### config.mk
export PLATFORM = sky130hd
export DESIGN_NAME = terminal_reply_framer_flat
export DESIGN_NICKNAME = d
export VERILOG_FILES = /design/src/hw/rtl/trf_pkg.sv /design/src/hw/rtl/trf_if.sv /design/src/hw/rtl/terminal_reply_framer.sv /design/src/flat_wrapper.sv
export SDC_FILE = /design/constraint.sdc
export NUM_CORES = 1
export LEC_CHECK = 0
export BUFFER_PORTS_ARGS = -buffer_cell sky130_fd_sc_hd__buf_4
export CAP_MARGIN = 20
export CORE_ASPECT_RATIO = 1.1
export CORE_UTILIZATION = 50
export DETAILED_ROUTE_END_ITERATION = 6
export GPL_TIMING_DRIVEN = 0
export PLACE_DENSITY = 0.74
export SYNTH_ARGS = -nofsm -noshare
export SYNTH_HDL_FRONTEND = slang
export SYNTH_SLANG_ARGS = --single-unit
### constraint.sdc
create_clock -name clk -period 12.25 [get_ports clk]
set_clock_uncertainty 0.15 [all_clocks]
set_input_delay 1.225 -clock clk [delete_from_list [all_inputs] [get_ports clk]]
set_output_delay 1.225 -clock clk [all_outputs]
set_load 0.02 [all_outputs]
### src/hw/rtl/trf_pkg.sv
`timescale 1ns / 1ps

package trf_pkg;

  localparam int unsigned MAX_ROUTING_BYTES = 11;

  localparam int unsigned CFG_ADDR_W = 3;
  localparam int unsigned CFG_DATA_W = 32;
  localparam logic        CFG_IDX_ROUTING_LEN = 1'b0;
  localparam logic [3:0]  ROUTING_LEN_RESET = 4'd9;

  localparam logic [7:0] HDR_LEAD     = 8'h00;
  localparam logic [7:0] HDR_IDENTITY = 8'h05;
  localparam logic [7:0] HDR_ROUTING  = 8'h08;
  localparam logic [7:0] HDR_BATTERY  = 8'h01;
  localparam logic [7:0] SIG_MASK     = 8'hE0;
  localparam logic [7:0] SIG_SHORT    = 8'h60;
  localparam logic [7:0] SIG_LONG     = 8'h40;

  localparam logic [8:0] IDENTITY_LEN  = 9'd12;
  localparam logic [8:0] ROUTING_SKIP  = 9'd7;
  localparam logic [2:0] SHORT_KEY_LEN = 3'd2;
  localparam logic [2:0] LONG_KEY_LEN  = 3'd6;

  typedef enum logic [2:0] {
    FR_IDLE     = 3'd0,
    FR_HEADER   = 3'd1,
    FR_IDENTITY = 3'd2,
    FR_ROUTING  = 3'd3,
    FR_KEYS     = 3'd4
  } frame_t;

  typedef enum logic [2:0] {
    KIND_KEYS        = 3'd0,
    KIND_ROUTING     = 3'd1,
    KIND_BATTERY     = 3'd2,
    KIND_IDENTITY    = 3'd3,
    KIND_INVALID     = 3'd4,
    KIND_LENGTH_ERR  = 3'd5
  } kind_t;

  function automatic logic [7:0] key_sig(input logic long_layout, input logic [2:0] slot);
    logic [7:0] sig;
    sig = 8'hE0;
    if (long_layout) begin
      case (slot)
        3'd0: sig = 8'h40;
        3'd1: sig = 8'hC0;
        3'd2: sig = 8'h20;
        3'd3: sig = 8'hA0;
        3'd4: sig = 8'h60;
        default: sig = 8'hE0;
      endcase
    end else begin
      sig = (slot == 3'd0) ? 8'h60 : 8'hE0;
    end
    return sig;
  endfunction

  function automatic logic [7:0] key_mask(input logic long_layout, input logic [2:0] slot);
    logic [7:0] msk;
    msk = 8'h1F;
    if (long_layout) begin
      case (slot)
        3'd0, 3'd1: msk = 8'h0F;
        3'd2, 3'd3: msk = 8'h05;
        default:    msk = 8'h1F;
      endcase
    end
    return msk;
  endfunction

  function automatic logic [4:0] key_shift(input logic long_layout, input logic [2:0] slot);
    logic [4:0] sh;
    sh = 5'd5;
    if (long_layout) begin
      case (slot)
        3'd0: sh = 5'd10;
        3'd1: sh = 5'd14;
        3'd2: sh = 5'd18;
        3'd3: sh = 5'd21;
        3'd4: sh = 5'd24;
        default: sh = 5'd5;
      endcase
    end else begin
      sh = (slot == 3'd0) ? 5'd0 : 5'd5;
    end
    return sh;
  endfunction

endpackage

### src/hw/rtl/trf_if.sv
`timescale 1ns / 1ps

interface trf_in_if;
  logic       valid;
  logic       ready;
  logic [7:0] rx_byte;

  modport source (output valid, output rx_byte, input ready);
  modport sink (input valid, input rx_byte, output ready);
endinterface

interface trf_out_if;
  logic        valid;
  logic        ready;
  logic [2:0]  kind;
  logic [28:0] key_set;
  logic [7:0]  column_count;
  logic [7:0]  dot_count;
  logic [3:0]  routing_slot;
  logic [7:0]  routing_bits;
  logic        final_item;

  modport source (output valid, output kind, output key_set, output column_count,
                  output dot_count, output routing_slot, output routing_bits,
                  output final_item, input ready);
  modport sink (input valid, input kind, input key_set, input column_count,
                input dot_count, input routing_slot, input routing_bits,
                input final_item, output ready);
endinterface

### src/hw/rtl/terminal_reply_framer.sv
`timescale 1ns / 1ps
// channel   dir  handshake             payload
// in_ch     in   valid/ready           rx_byte
// out_ch    out  valid/ready           kind, key_set, column_count, dot_count,
//                                      routing_slot, routing_bits, final_item
// cfg       in   psel/penable/pwrite   paddr, pwdata, prdata (routing_report_length)
//
// One byte per cycle while in_ch.ready is high; the framing state updates at the accepting edge.
// A result beat appears in the cycle after its byte is accepted, from the output register.
// in_ch.ready is high whenever the output register is empty or being drained.
// Synchronous active-low reset returns framing to idle and length to 9.

module terminal_reply_framer (
  input  logic                             clk,
  input  logic                             rst_n,
  trf_in_if.sink                           in_ch,
  trf_out_if.source                        out_ch,
  input  logic                             psel,
  input  logic                             penable,
  input  logic                             pwrite,
  input  logic [trf_pkg::CFG_ADDR_W-1:0]   paddr,
  input  logic [trf_pkg::CFG_DATA_W-1:0]   pwdata,
  output logic [trf_pkg::CFG_DATA_W-1:0]   prdata,
  output logic                             pready
);

  logic [3:0]      routing_len_r;

  trf_pkg::frame_t frame_r, frame_nxt;
  logic [8:0]      pos_r, pos_nxt;
  logic [8:0]      exp_len_r, exp_len_nxt;
  logic            long_keys_r, long_keys_nxt;
  logic [28:0]     key_acc_r, key_acc_nxt;
  logic [7:0]      column_hold_r, column_hold_nxt;
  logic            mismatch_r, mismatch_nxt;

  logic            out_valid_r, out_valid_nxt;
  trf_pkg::kind_t  kind_r, kind_nxt;
  logic [28:0]     key_set_r, key_set_nxt;
  logic [7:0]      column_count_r, column_count_nxt;
  logic [7:0]      dot_count_r, dot_count_nxt;
  logic [3:0]      routing_slot_r, routing_slot_nxt;
  logic [7:0]      routing_bits_r, routing_bits_nxt;
  logic            final_item_r, final_item_nxt;

  logic            accept;
  logic            emit;
  logic [7:0]      b;
  logic [8:0]      pos_inc;
  logic            routing_in_range;
  logic [2:0]      key_count;
  logic [2:0]      key_slot;
  logic [7:0]      sig;
  logic [7:0]      msk;
  logic [4:0]      sh;

  assign pready = 1'b1;
  assign prdata = (paddr[2] == trf_pkg::CFG_IDX_ROUTING_LEN)
                  ? {{(trf_pkg::CFG_DATA_W-4){1'b0}}, routing_len_r}
                  : '0;

  always_ff @(posedge clk) begin
    if (!rst_n) begin
      routing_len_r <= trf_pkg::ROUTING_LEN_RESET;
    end else if (psel && penable && pwrite && pready
                 && paddr[2] == trf_pkg::CFG_IDX_ROUTING_LEN) begin
      routing_len_r <= pwdata[3:0];
    end
  end

  assign in_ch.ready = !out_valid_r || out_ch.ready;
  assign accept      = in_ch.valid && in_ch.ready;
  assign b           = in_ch.rx_byte;
  assign pos_inc     = pos_r + 9'd1;
  assign routing_in_range = (pos_r >= trf_pkg::ROUTING_SKIP)
      && ((pos_r - trf_pkg::ROUTING_SKIP) < 9'(trf_pkg::MAX_ROUTING_BYTES));
  assign key_count = long_keys_r ? trf_pkg::LONG_KEY_LEN : trf_pkg::SHORT_KEY_LEN;
  assign key_slot  = (pos_r < {6'd0, key_count}) ? pos_r[2:0] : key_count - 3'd1;
  assign sig       = trf_pkg::key_sig(long_keys_r, key_slot);
  assign msk       = trf_pkg::key_mask(long_keys_r, key_slot);
  assign sh        = trf_pkg::key_shift(long_keys_r, key_slot);

  always_comb begin
    frame_nxt        = frame_r;
    pos_nxt          = pos_r;
    exp_len_nxt      = exp_len_r;
    long_keys_nxt    = long_keys_r;
    key_acc_nxt      = key_acc_r;
    column_hold_nxt  = column_hold_r;
    mismatch_nxt     = mismatch_r;
    emit             = 1'b0;
    kind_nxt         = trf_pkg::KIND_INVALID;
    key_set_nxt      = '0;
    column_count_nxt = '0;
    dot_count_nxt    = '0;
    routing_slot_nxt = '0;
    routing_bits_nxt = '0;
    final_item_nxt   = 1'b0;

    if (accept) begin
      case (frame_r)
        trf_pkg::FR_HEADER: begin
          if (b == trf_pkg::HDR_IDENTITY) begin
            frame_nxt   = trf_pkg::FR_IDENTITY;
            pos_nxt     = 9'd2;
            exp_len_nxt = trf_pkg::IDENTITY_LEN;
          end else if (b == trf_pkg::HDR_ROUTING) begin
            frame_nxt   = trf_pkg::FR_ROUTING;
            pos_nxt     = 9'd2;
            exp_len_nxt = 9'd3;
          end else begin
            frame_nxt    = trf_pkg::FR_IDLE;
            pos_nxt      = '0;
            exp_len_nxt  = '0;
            mismatch_nxt = 1'b0;
            emit         = 1'b1;
            kind_nxt     = (b == trf_pkg::HDR_BATTERY) ? trf_pkg::KIND_BATTERY
                                                       : trf_pkg::KIND_INVALID;
          end
        end

        trf_pkg::FR_IDENTITY: begin
          if (pos_r == 9'd2) begin
            column_hold_nxt = b;
          end else if (pos_r == 9'd3) begin
            key_acc_nxt = {21'd0, b};
          end
          pos_nxt = pos_inc;
          if (pos_inc >= exp_len_r) begin
            frame_nxt        = trf_pkg::FR_IDLE;
            pos_nxt          = '0;
            exp_len_nxt      = '0;
            mismatch_nxt     = 1'b0;
            emit             = 1'b1;
            kind_nxt         = trf_pkg::KIND_IDENTITY;
            column_count_nxt = column_hold_nxt;
            dot_count_nxt    = key_acc_nxt[7:0];
          end
        end

        trf_pkg::FR_ROUTING: begin
          if (pos_r == 9'd2) begin
            exp_len_nxt  = 9'd3 + {1'b0, b};
            mismatch_nxt = (b != {4'd0, routing_len_r});
            pos_nxt      = 9'd3;
            if (b == 8'd0) begin
              frame_nxt    = trf_pkg::FR_IDLE;
              pos_nxt      = '0;
              exp_len_nxt  = '0;
              mismatch_nxt = 1'b0;
              emit         = (b != {4'd0, routing_len_r});
              kind_nxt     = trf_pkg::KIND_LENGTH_ERR;
            end
          end else begin
            pos_nxt = pos_inc;
            if (pos_inc >= exp_len_r) begin
              frame_nxt    = trf_pkg::FR_IDLE;
              pos_nxt      = '0;
              exp_len_nxt  = '0;
              mismatch_nxt = 1'b0;
              if (mismatch_r) begin
                emit     = 1'b1;
                kind_nxt = trf_pkg::KIND_LENGTH_ERR;
              end else if (routing_in_range) begin
                emit             = 1'b1;
                kind_nxt         = trf_pkg::KIND_ROUTING;
                routing_slot_nxt = 4'(pos_r - trf_pkg::ROUTING_SKIP);
                routing_bits_nxt = b;
                final_item_nxt   = 1'b1;
              end
            end else if (!mismatch_r && routing_in_range) begin
              emit             = 1'b1;
              kind_nxt         = trf_pkg::KIND_ROUTING;
              routing_slot_nxt = 4'(pos_r - trf_pkg::ROUTING_SKIP);
              routing_bits_nxt = b;
            end
          end
        end

        trf_pkg::FR_KEYS: begin
          if ((b & trf_pkg::SIG_MASK) != sig) begin
            frame_nxt    = trf_pkg::FR_IDLE;
            pos_nxt      = '0;
            exp_len_nxt  = '0;
            mismatch_nxt = 1'b0;
            emit         = 1'b1;
            kind_nxt     = trf_pkg::KIND_INVALID;
          end else begin
            key_acc_nxt = key_acc_r | (29'(b & msk) << sh);
            pos_nxt     = {6'd0, key_slot + 3'd1};
            if ((key_slot + 3'd1) >= key_count) begin
              frame_nxt    = trf_pkg::FR_IDLE;
              pos_nxt      = '0;
              exp_len_nxt  = '0;
              mismatch_nxt = 1'b0;
              emit         = 1'b1;
              kind_nxt     = trf_pkg::KIND_KEYS;
              key_set_nxt  = key_acc_nxt;
            end
          end
        end

        default: begin
          frame_nxt    = trf_pkg::FR_IDLE;
          pos_nxt      = '0;
          exp_len_nxt  = '0;
          mismatch_nxt = 1'b0;
          if (b == trf_pkg::HDR_LEAD) begin
            frame_nxt   = trf_pkg::FR_HEADER;
            pos_nxt     = 9'd1;
            exp_len_nxt = 9'd2;
          end else if ((b & trf_pkg::SIG_MASK) == trf_pkg::SIG_SHORT) begin
            frame_nxt     = trf_pkg::FR_KEYS;
            long_keys_nxt = 1'b0;
            key_acc_nxt   = {24'd0, b[4:0]};
            pos_nxt       = 9'd1;
            exp_len_nxt   = 9'd2;
          end else if ((b & trf_pkg::SIG_MASK) == trf_pkg::SIG_LONG) begin
            frame_nxt     = trf_pkg::FR_KEYS;
            long_keys_nxt = 1'b1;
            key_acc_nxt   = {15'd0, b[3:0], 10'd0};
            pos_nxt       = 9'd1;
            exp_len_nxt   = 9'd6;
          end else begin
            emit     = 1'b1;
            kind_nxt = trf_pkg::KIND_INVALID;
          end
        end
      endcase
    end
  end

  assign out_valid_nxt = accept ? emit : (out_valid_r && !out_ch.ready);

  always_ff @(posedge clk) begin
    if (!rst_n) begin
      frame_r       <= trf_pkg::FR_IDLE;
      pos_r         <= '0;
      exp_len_r     <= '0;
      long_keys_r   <= 1'b0;
      key_acc_r     <= '0;
      column_hold_r <= '0;
      mismatch_r    <= 1'b0;
      out_valid_r   <= 1'b0;
    end else begin
      frame_r       <= frame_nxt;
      pos_r         <= pos_nxt;
      exp_len_r     <= exp_len_nxt;
      long_keys_r   <= long_keys_nxt;
      key_acc_r     <= key_acc_nxt;
      column_hold_r <= column_hold_nxt;
      mismatch_r    <= mismatch_nxt;
      out_valid_r   <= out_valid_nxt;
    end
  end

  always_ff @(posedge clk) begin
    if (accept && emit) begin
      kind_r         <= kind_nxt;
      key_set_r      <= key_set_nxt;
      column_count_r <= column_count_nxt;
      dot_count_r    <= dot_count_nxt;
      routing_slot_r <= routing_slot_nxt;
      routing_bits_r <= routing_bits_nxt;
      final_item_r   <= final_item_nxt;
    end
  end

  assign out_ch.valid        = out_valid_r;
  assign out_ch.kind         = kind_r;
  assign out_ch.key_set      = key_set_r;
  assign out_ch.column_count = column_count_r;
  assign out_ch.dot_count    = dot_count_r;
  assign out_ch.routing_slot = routing_slot_r;
  assign out_ch.routing_bits = routing_bits_r;
  assign out_ch.final_item   = final_item_r;

  a_idle_pos_clear: assert property (@(posedge clk) disable iff (!rst_n)
    frame_r == trf_pkg::FR_IDLE |-> (pos_r == 9'd0 && !mismatch_r))
    else $error("idle framer holds a stale position or mismatch flag");

  a_keys_pos_range: assert property (@(posedge clk) disable iff (!rst_n)
    frame_r == trf_pkg::FR_KEYS |-> (pos_r != 9'd0 && pos_r < {6'd0, key_count}))
    else $error("key report position outside its layout");

  a_routing_slot_range: assert property (@(posedge clk) disable iff (!rst_n)
    (out_valid_r && kind_r == trf_pkg::KIND_ROUTING)
      |-> ({1'b0, routing_slot_r} < 5'(trf_pkg::MAX_ROUTING_BYTES)))
    else $error("routing beat carries a slot past the last key byte");

  a_lead_opens_header: assert property (@(posedge clk) disable iff (!rst_n)
    (accept && frame_r == trf_pkg::FR_IDLE && b == trf_pkg::HDR_LEAD)
      |=> (frame_r == trf_pkg::FR_HEADER && !out_valid_r))
    else $error("lead byte did not open a header without a result");

endmodule
### src/flat_wrapper.sv
// flat-port wrapper written by rule: the top's interface ports become plain ports
module terminal_reply_framer_flat 
  (clk, rst_n, psel, penable, pwrite, paddr, pwdata, prdata, pready, in_ch_valid, in_ch_rx_byte, in_ch_ready, out_ch_valid, out_ch_kind, out_ch_key_set, out_ch_column_count, out_ch_dot_count, out_ch_routing_slot, out_ch_routing_bits, out_ch_final_item, out_ch_ready);
  trf_in_if in_ch_i ();
  trf_out_if out_ch_i ();
  input  logic clk;
  input  logic rst_n;
  input  logic psel;
  input  logic penable;
  input  logic pwrite;
  input  logic [trf_pkg::CFG_ADDR_W-1:0] paddr;
  input  logic [trf_pkg::CFG_DATA_W-1:0] pwdata;
  output logic [trf_pkg::CFG_DATA_W-1:0] prdata;
  output logic pready;
  input wire logic [$bits(in_ch_i.valid)-1:0] in_ch_valid;
  input wire logic [$bits(in_ch_i.rx_byte)-1:0] in_ch_rx_byte;
  output wire logic [$bits(in_ch_i.ready)-1:0] in_ch_ready;
  output wire logic [$bits(out_ch_i.valid)-1:0] out_ch_valid;
  output wire logic [$bits(out_ch_i.kind)-1:0] out_ch_kind;
  output wire logic [$bits(out_ch_i.key_set)-1:0] out_ch_key_set;
  output wire logic [$bits(out_ch_i.column_count)-1:0] out_ch_column_count;
  output wire logic [$bits(out_ch_i.dot_count)-1:0] out_ch_dot_count;
  output wire logic [$bits(out_ch_i.routing_slot)-1:0] out_ch_routing_slot;
  output wire logic [$bits(out_ch_i.routing_bits)-1:0] out_ch_routing_bits;
  output wire logic [$bits(out_ch_i.final_item)-1:0] out_ch_final_item;
  input wire logic [$bits(out_ch_i.ready)-1:0] out_ch_ready;
  assign in_ch_i.valid = in_ch_valid;
  assign in_ch_i.rx_byte = in_ch_rx_byte;
  assign in_ch_ready = in_ch_i.ready;
  assign out_ch_valid = out_ch_i.valid;
  assign out_ch_kind = out_ch_i.kind;
  assign out_ch_key_set = out_ch_i.key_set;
  assign out_ch_column_count = out_ch_i.column_count;
  assign out_ch_dot_count = out_ch_i.dot_count;
  assign out_ch_routing_slot = out_ch_i.routing_slot;
  assign out_ch_routing_bits = out_ch_i.routing_bits;
  assign out_ch_final_item = out_ch_i.final_item;
  assign out_ch_i.ready = out_ch_ready;
  terminal_reply_framer u_core (.clk(clk), .rst_n(rst_n), .in_ch(in_ch_i), .out_ch(out_ch_i), .psel(psel), .penable(penable), .pwrite(pwrite), .paddr(paddr), .pwdata(pwdata), .prdata(prdata), .pready(pready));
endmodule
; ---- Word-level counts from Yosys, hierarchy flattened
; Index checks and enable logic that the tools add are counted.
[totals]
reg_bits = 126
input_bits = 50
output_inout_bits = 96
wordCells = 195
[op_classes]
addsub = 5
n_lt_le_gt_ge = 5
eq_ne = 25
shift = 1
n_mux = 100
bitwise_logic = 11
n_reduce_logical = 31
[op_table]
columns = operator, n
row1 = 29-bit two-way mux, 6
row2 = 9-bit two-way mux, 14
row3 = 29-bit one-hot mux with 3 select lines, 1
row4 = 3-bit two-way mux, 25
row5 = 9-bit one-hot mux with 4 select lines, 2
row6 = 8-bit two-way mux, 8
row7 = 8-bit one-hot mux with 5 select lines, 1
row8 = 29-bit OR, 1
row9 = 29-bit by 5-bit << shifter with 29-bit output, 1
row10 = 1-bit two-way mux, 27
row11 = 5-bit one-hot mux with 5 select lines, 1
row12 = 3-bit one-hot mux with 4 select lines, 2
row13 = 4-bit two-way mux, 5
row14 = "3-bit by 2-bit == test with 1-bit output, second input constant", 6
row15 = "9-bit by 2-bit == test with 1-bit output, second input constant", 2
row16 = 5-bit one-hot mux with 2 select lines, 1
row17 = "2-bit by 8-bit adder with 9-bit output, first input constant", 1
row18 = "9-bit by 1-bit adder with 9-bit output, second input constant", 1
row19 = "9-bit by 3-bit >= comparator with 1-bit output, second input constant", 1
row20 = 9-bit >= comparator, 1
row21 = 9-bit by 3-bit < comparator with 1-bit output, 1
row22 = "9-bit by 4-bit < comparator with 1-bit output, second input constant", 1
row23 = 1-bit NOT, 9
row24 = "9-bit by 3-bit subtractor with 9-bit output, second input constant", 1
row25 = 34 further kinds, 59

; ---- Logic depth before layout (Yosys ltp)
[logic_depth]
ltp_word = 12
ltp_mapped = 17
ltp_nobuf = 16

; ---- Least setup slack after synthesis
; OpenSTA, ideal clock, no wires.
[synth_timing]
path_kind = reg-to-reg
from = reg u_core.long_keys_r
to = reg u_core.column_count_r[0], in the netlist u_core.out_ch.column_count[0] (enable)
setup_ns = 0.573
arrival_ns = 8.001
required_ns = 11.527
slack_ns = 3.526
stages_incl_launch_ff = 15
n_path_buf = 0
synth_period_minus_slack_ns = 8.724
path_cell_list = dfxtp_1 inv_1 ha_1 a2111o_1 nor2_1 nand2_1 ha_1 ha_1 or2_2 or4_4 a211o_1 o211a_4 nand2_4 a22oi_1 a21boi_0
[synth_between]
elab_chain_cells = 11
elab_cells_between_ends = 20
cone_classes = add/sub (2) / order compare (2) / eq/ne (5) / mux (9) / reduce/logical (2)
[synth_rtl]
columns = item, line_no
row1 = from (decl), terminal_reply_framer.sv:32  ; logic long_keys_r, long_keys_nxt;
row2 = from (signal assigned), terminal_reply_framer.sv:249  ; long_keys_r <= long_keys_nxt;
row3 = branches (longest 7 deep; another with 9-bit by 3-bit < comparator with 1-bit output), n/a
row4 = 1-bit two-way mux (*), terminal_reply_framer.sv:181  ; if ((b & trf_pkg::SIG_MASK) != sig) begin
row5 = 1-bit one-hot mux with 4 select lines (*), terminal_reply_framer.sv:101  ; case (frame_r)
row6 = 1-bit two-way mux (*), terminal_reply_framer.sv:100  ; if (accept) begin
row7 = 1-bit logical AND (*), terminal_reply_framer.sv:258  ; if (accept && emit) begin
row8 = to (signal assigned), terminal_reply_framer.sv:261  ; column_count_r <= column_count_nxt;
row9 = to (decl), terminal_reply_framer.sv:40  ; logic [7:0] column_count_r, column_count_nxt;
; Every way passes the cells marked *.
; A chain may end at the register's enable or synchronous reset.

; ---- Worst setup path after layout
[layout_timing]
from = reg u_core.long_keys_r
to = reg u_core.key_set_r[2], in the netlist u_core.out_ch.key_set[2] (enable)
[layout_between]
elab_chain_cells = 11
elab_cells_between_ends = 20
cone_classes = add/sub (2) / order compare (2) / eq/ne (5) / mux (9) / reduce/logical (2)
[layout_rtl]
columns = item, line_no
row1 = branches (longest 7 deep; another with 9-bit by 3-bit < comparator with 1-bit output), n/a
row2 = 1-bit two-way mux (*), terminal_reply_framer.sv:181
row3 = 1-bit one-hot mux with 4 select lines (*), terminal_reply_framer.sv:101
row4 = 1-bit two-way mux (*), terminal_reply_framer.sv:100
row5 = 1-bit logical AND (*), terminal_reply_framer.sv:258
row6 = to (signal assigned), terminal_reply_framer.sv:260  ; key_set_r <= key_set_nxt;
row7 = to (decl), terminal_reply_framer.sv:39  ; logic [28:0] key_set_r, key_set_nxt;
; Marks and branches as above.

==> flow_summary.json <==
{
  "p_clk_frac": 0.436,
  "crit_path_frequent_cell": "sky130_fd_sc_hd__ha_1",
  "post_route_cells_drive_above_1_share": 0.194,
  "gr-usage-all-layers": 0.277,
  "postSynthRegisterBits": 126,
  "detail-route-antenna-nets": 0,
  "main_combinational_cell_family_by_area_after_synthesis": "simple AND/OR/NAND/NOR gates",
  "yosys_most_used_dff": "sky130_fd_sc_hd__dfxtp_1",
  "report.final.setup_viol": 0,
  "crit_path_required_time_ps": 12220,
  "dieArea_um2": 15100,
  "drv.max_cap_violation_count": 0,
  "drtPass1Iterations": 6,
  "timing.hold.worst.class": "flop to flop",
  "synth-edff-count": 61,
  "drt-initial-drc-count": 682,
  "cts.reportedPaths.clkPinSlew_ps": 60,
  "detail_route.drc_violations": 0,
  "timing.critical_path.slowest_stage_cell": "sky130_fd_sc_hd__a21boi_4",
  "postSynthAreaPerCell_um2": 8.88,
  "peakVddDrop_mv": 0.0725,
  "post_route_setup_tns_ps": 0,
  "synthesis.instances": 825,
  "synth_simple_gate_area_frac": 0.220,
  "die_w_um": 117,
  "detail_route.wirelength_um": 20700,
  "vias": 6700,
  "layout.filler_cells": 1287,
  "coreArea_um2": 14400,
  "cts-resized-gates": 0,
  "globalRoute.totalOverflow": 0,
  "cts_buffer_depth": 2,
  "start_util": 0.509,
  "synth-xor-area-share": 0.0215,
  "placed_cell_area_um2": 8360,
  "clkLatencyLatePin_ps": 430,
  "finalHoldWorstSlack_ps": 308,
  "sw_frac_of_total": 0.261,
  "worst-path-max-fanout": 28,
  "p_leak_nw": 3.64,
  "seq_power_share": 0.420,
  "synth-compound-area-share": 0.177,
  "grt_pass1_vias": 6292,
  "yosys.area_share.adder": 0.0358,
  "hold_viol_final": 0,
  "crit_path_end_kind": "flop",
  "final_worst_path_cycle_share": 0.447,
  "outcome": "finished clean",
  "clock-sinks": 126,
  "regArea_um2": 3130,
  "num-nets-final": 1028,
  "grt_max_degree": 29,
  "postSynth.asyncResetShare": 0,
  "fmax_ghz": 0.183,
  "synth_cell_types": 78,
  "post-cts-setup-buffers": 0,
  "multiInputGateArea_um2": 3770,
  "tritoncts": "done",
  "final.min_clock_period_ps": 5470,
  "maxSlewViolCount": 0,
  "drt-vias-per-instance": 5.77,
  "initial_antenna_violation_count": 1,
  "synthesized_area_um2": 7330,
  "htree_levels": 4,
  "p_comb_frac": 0.144,
  "numPlacedInstances": 1129,
  "place.port_buffers": 83,
  "timing.max_slew.rel_slack": 0.415,
  "boundaryPins": 146,
  "dieHeight_um": 129,
  "switchingPower_uw": 289,
  "design_area_um2": 8940,
  "max_slew.worst_pin.slew_ps": 873,
  "clock_tree_root_driver_cell": "sky130_fd_sc_hd__clkbuf_16",
  "postCtsHoldBufs": 0,
  "place.detailed.hpwl_um": 15200,
  "timing.critical_path.arrival_ps": 5450,
  "placer_s_final_routability_congestion_estimate": 0.956,
  "pwr_density_cell_nw_per_um2": 124,
  "ys_warn_count": 0,
  "wl_per_cell_um": 17.8,
  "criticalPathCategory": "flop to flop",
  "num_rows": 46,
  "cts_inserted_buffers": 17,
  "critPathLaunchType": "flop",
  "grt_setup_unrepaired": "no",
  "sequence_of_cells_on_the_critical_path": "inv_1, ha_1, a2111o_1, nor2_1, nand2_1, ha_1, ha_1, or2_2, or4_4, a211o_1, o211a_4, nand2_4, a22oi_1, a21boi_4, buf_16",
  "finalCoreUtilization": 0.621,
  "synth-seq-area-share": 0.427,
  "finalNonFillerCells": 1162,
  "area.growth.synth_to_final_pct": 22.0,
  "grt_pass1_wl_um": 32200,
  "critical_path.max_stage_delay_ps": 660,
  "diodes": 0,
  "yosys-mux-area-fraction": 0.0435,
  "power.internal_uw": 816
}
## metal layers
layer  track usage  vias to the layer above  wire, µm  part of all wire
met3        0.0714                       72      1480             0.072
met1         0.328                     3109      8290              0.40
li1              -                     3170         -                 -
met5             0                        -        11           0.00053
met2         0.462                      347     10100              0.49
met4         0.150                        2       836             0.040
## synth_stat cells, types with 15 or more instances
cell type                    n  area share
sky130_fd_sc_hd__nand2_1    77       0.039
sky130_fd_sc_hd__nand3_1    23       0.016
sky130_fd_sc_hd__nor2_1    118       0.060
sky130_fd_sc_hd__nor2b_1    15       0.013
sky130_fd_sc_hd__edfxtp_1   61        0.25
sky130_fd_sc_hd__mux2i_1    26       0.036
sky130_fd_sc_hd__nor3_1     19       0.013
sky130_fd_sc_hd__o21ai_0    23       0.016
sky130_fd_sc_hd__clkbuf_1   41       0.021
sky130_fd_sc_hd__a21oi_1    53       0.036
sky130_fd_sc_hd__dfxtp_1    65        0.18
sky130_fd_sc_hd__inv_1      25       0.013
sky130_fd_sc_hd__ha_1       21       0.036
sky130_fd_sc_hd__a31oi_1    18       0.015
sky130_fd_sc_hd__buf_4      30       0.031
## kinds of logic after synthesis
kind of cell               Yosys count
adders and majority gates           21
muxes                               31
other                                2
DFF                                126
xor gates and xnor gates            18
and+or+nand+nor                    335
buffers and inverters              105
AOI/OAI and AO/OA                  187
## path summary, 6_finish.rpt
check,start,endpoint,slack (ps),cells after the start
setup / recovery,u_core.long_keys_r$_SDFFE_PN0P_,u_core.out_ch.key_set[2]$_SDFFCE_PP0P_,6780,15
hold / removal,u_core.key_acc_r[20]$_SDFFE_PN0P_,u_core.key_acc_r[20]$_SDFFE_PN0P_,310,2
setup reg to reg,u_core.long_keys_r$_SDFFE_PN0P_,u_core.out_ch.key_set[2]$_SDFFCE_PP0P_,6780,15
hold reg to reg,u_core.key_acc_r[20]$_SDFFE_PN0P_,u_core.key_acc_r[20]$_SDFFE_PN0P_,310,2
## worst max-delay path, delay by kind of cell, from the launching register on
family	cells	cell delay [ps]
fa+ha+maj	3	820
flops	1	480
compound gates	5	1780
simple gates	5	1440
buf+inv	2	470
## layout make-up
cell class	count	area share
Tap cell	192	0.0269
Buffer	79	0.0494
Clock buffer	27	0.0610
Timing Repair Buffer	86	0.0764
Sequential cell	126	0.351
Inverter	26	0.0109
Multi-Input combinational cell	621	0.422
Clock inverter	5	0.00308
## placed cells by master (no fill, tap or decap), types with 5 or more instances in the layout
master and n:
sky130_fd_sc_hd__nor2_1 118, sky130_fd_sc_hd__buf_4 113, sky130_fd_sc_hd__nand2_1 77, sky130_fd_sc_hd__dfxtp_1 65, sky130_fd_sc_hd__edfxtp_1 61, sky130_fd_sc_hd__a21oi_1 53, sky130_fd_sc_hd__clkbuf_1 45, sky130_fd_sc_hd__conb_1 29
sky130_fd_sc_hd__mux2i_1 26, sky130_fd_sc_hd__inv_1 25, sky130_fd_sc_hd__nand3_1 23, sky130_fd_sc_hd__o21ai_0 23, sky130_fd_sc_hd__ha_1 21, sky130_fd_sc_hd__nor3_1 19, sky130_fd_sc_hd__clkbuf_16 19, sky130_fd_sc_hd__a31oi_1 18
sky130_fd_sc_hd__nor2b_1 15, sky130_fd_sc_hd__nand2b_1 11, sky130_fd_sc_hd__and2_1 11, sky130_fd_sc_hd__a22oi_1 11, sky130_fd_sc_hd__xor2_1 10, sky130_fd_sc_hd__and3_1 9, sky130_fd_sc_hd__o22ai_1 9, sky130_fd_sc_hd__nor2_2 9
sky130_fd_sc_hd__xnor2_1 8, sky130_fd_sc_hd__nor4_1 8, sky130_fd_sc_hd__o211a_1 7, sky130_fd_sc_hd__o21a_1 5, sky130_fd_sc_hd__or2_2 5, sky130_fd_sc_hd__nand4_1 5, sky130_fd_sc_hd__a211oi_1 5
## power by group through the flow
stage	clock, mW	sequential, mW	combinational [mW]
after floorplan	0	0.491	0.0837
after global placement	0	0.477	0.150
after detailed placement	0	0.473	0.156
after CTS	0.482	0.464	0.156
after global routing	0.505	0.465	0.169
final	0.482	0.464	0.159
## stage by stage
step	worst slack [ps]	total power, mW
finish	6780	1.11
global route	6510	1.14
CTS	6800	1.10
detailed placement	6810	0.628
global placement	1130	0.627
floorplan	3530	0.575
## sequential cells by signal (all words and copies together) (netlist names), 8 cells and up
signal                      cells
u_core.exp_len_r                9
u_core.key_acc_r               29
u_core.out_ch.routing_bits      8
u_core.out_ch.column_count      8
u_core.out_ch.dot_count         8
u_core.column_hold_r            8
u_core.pos_r                    9
u_core.out_ch.key_set          29
No activity file was read; power rests on OpenSTA's default activity.
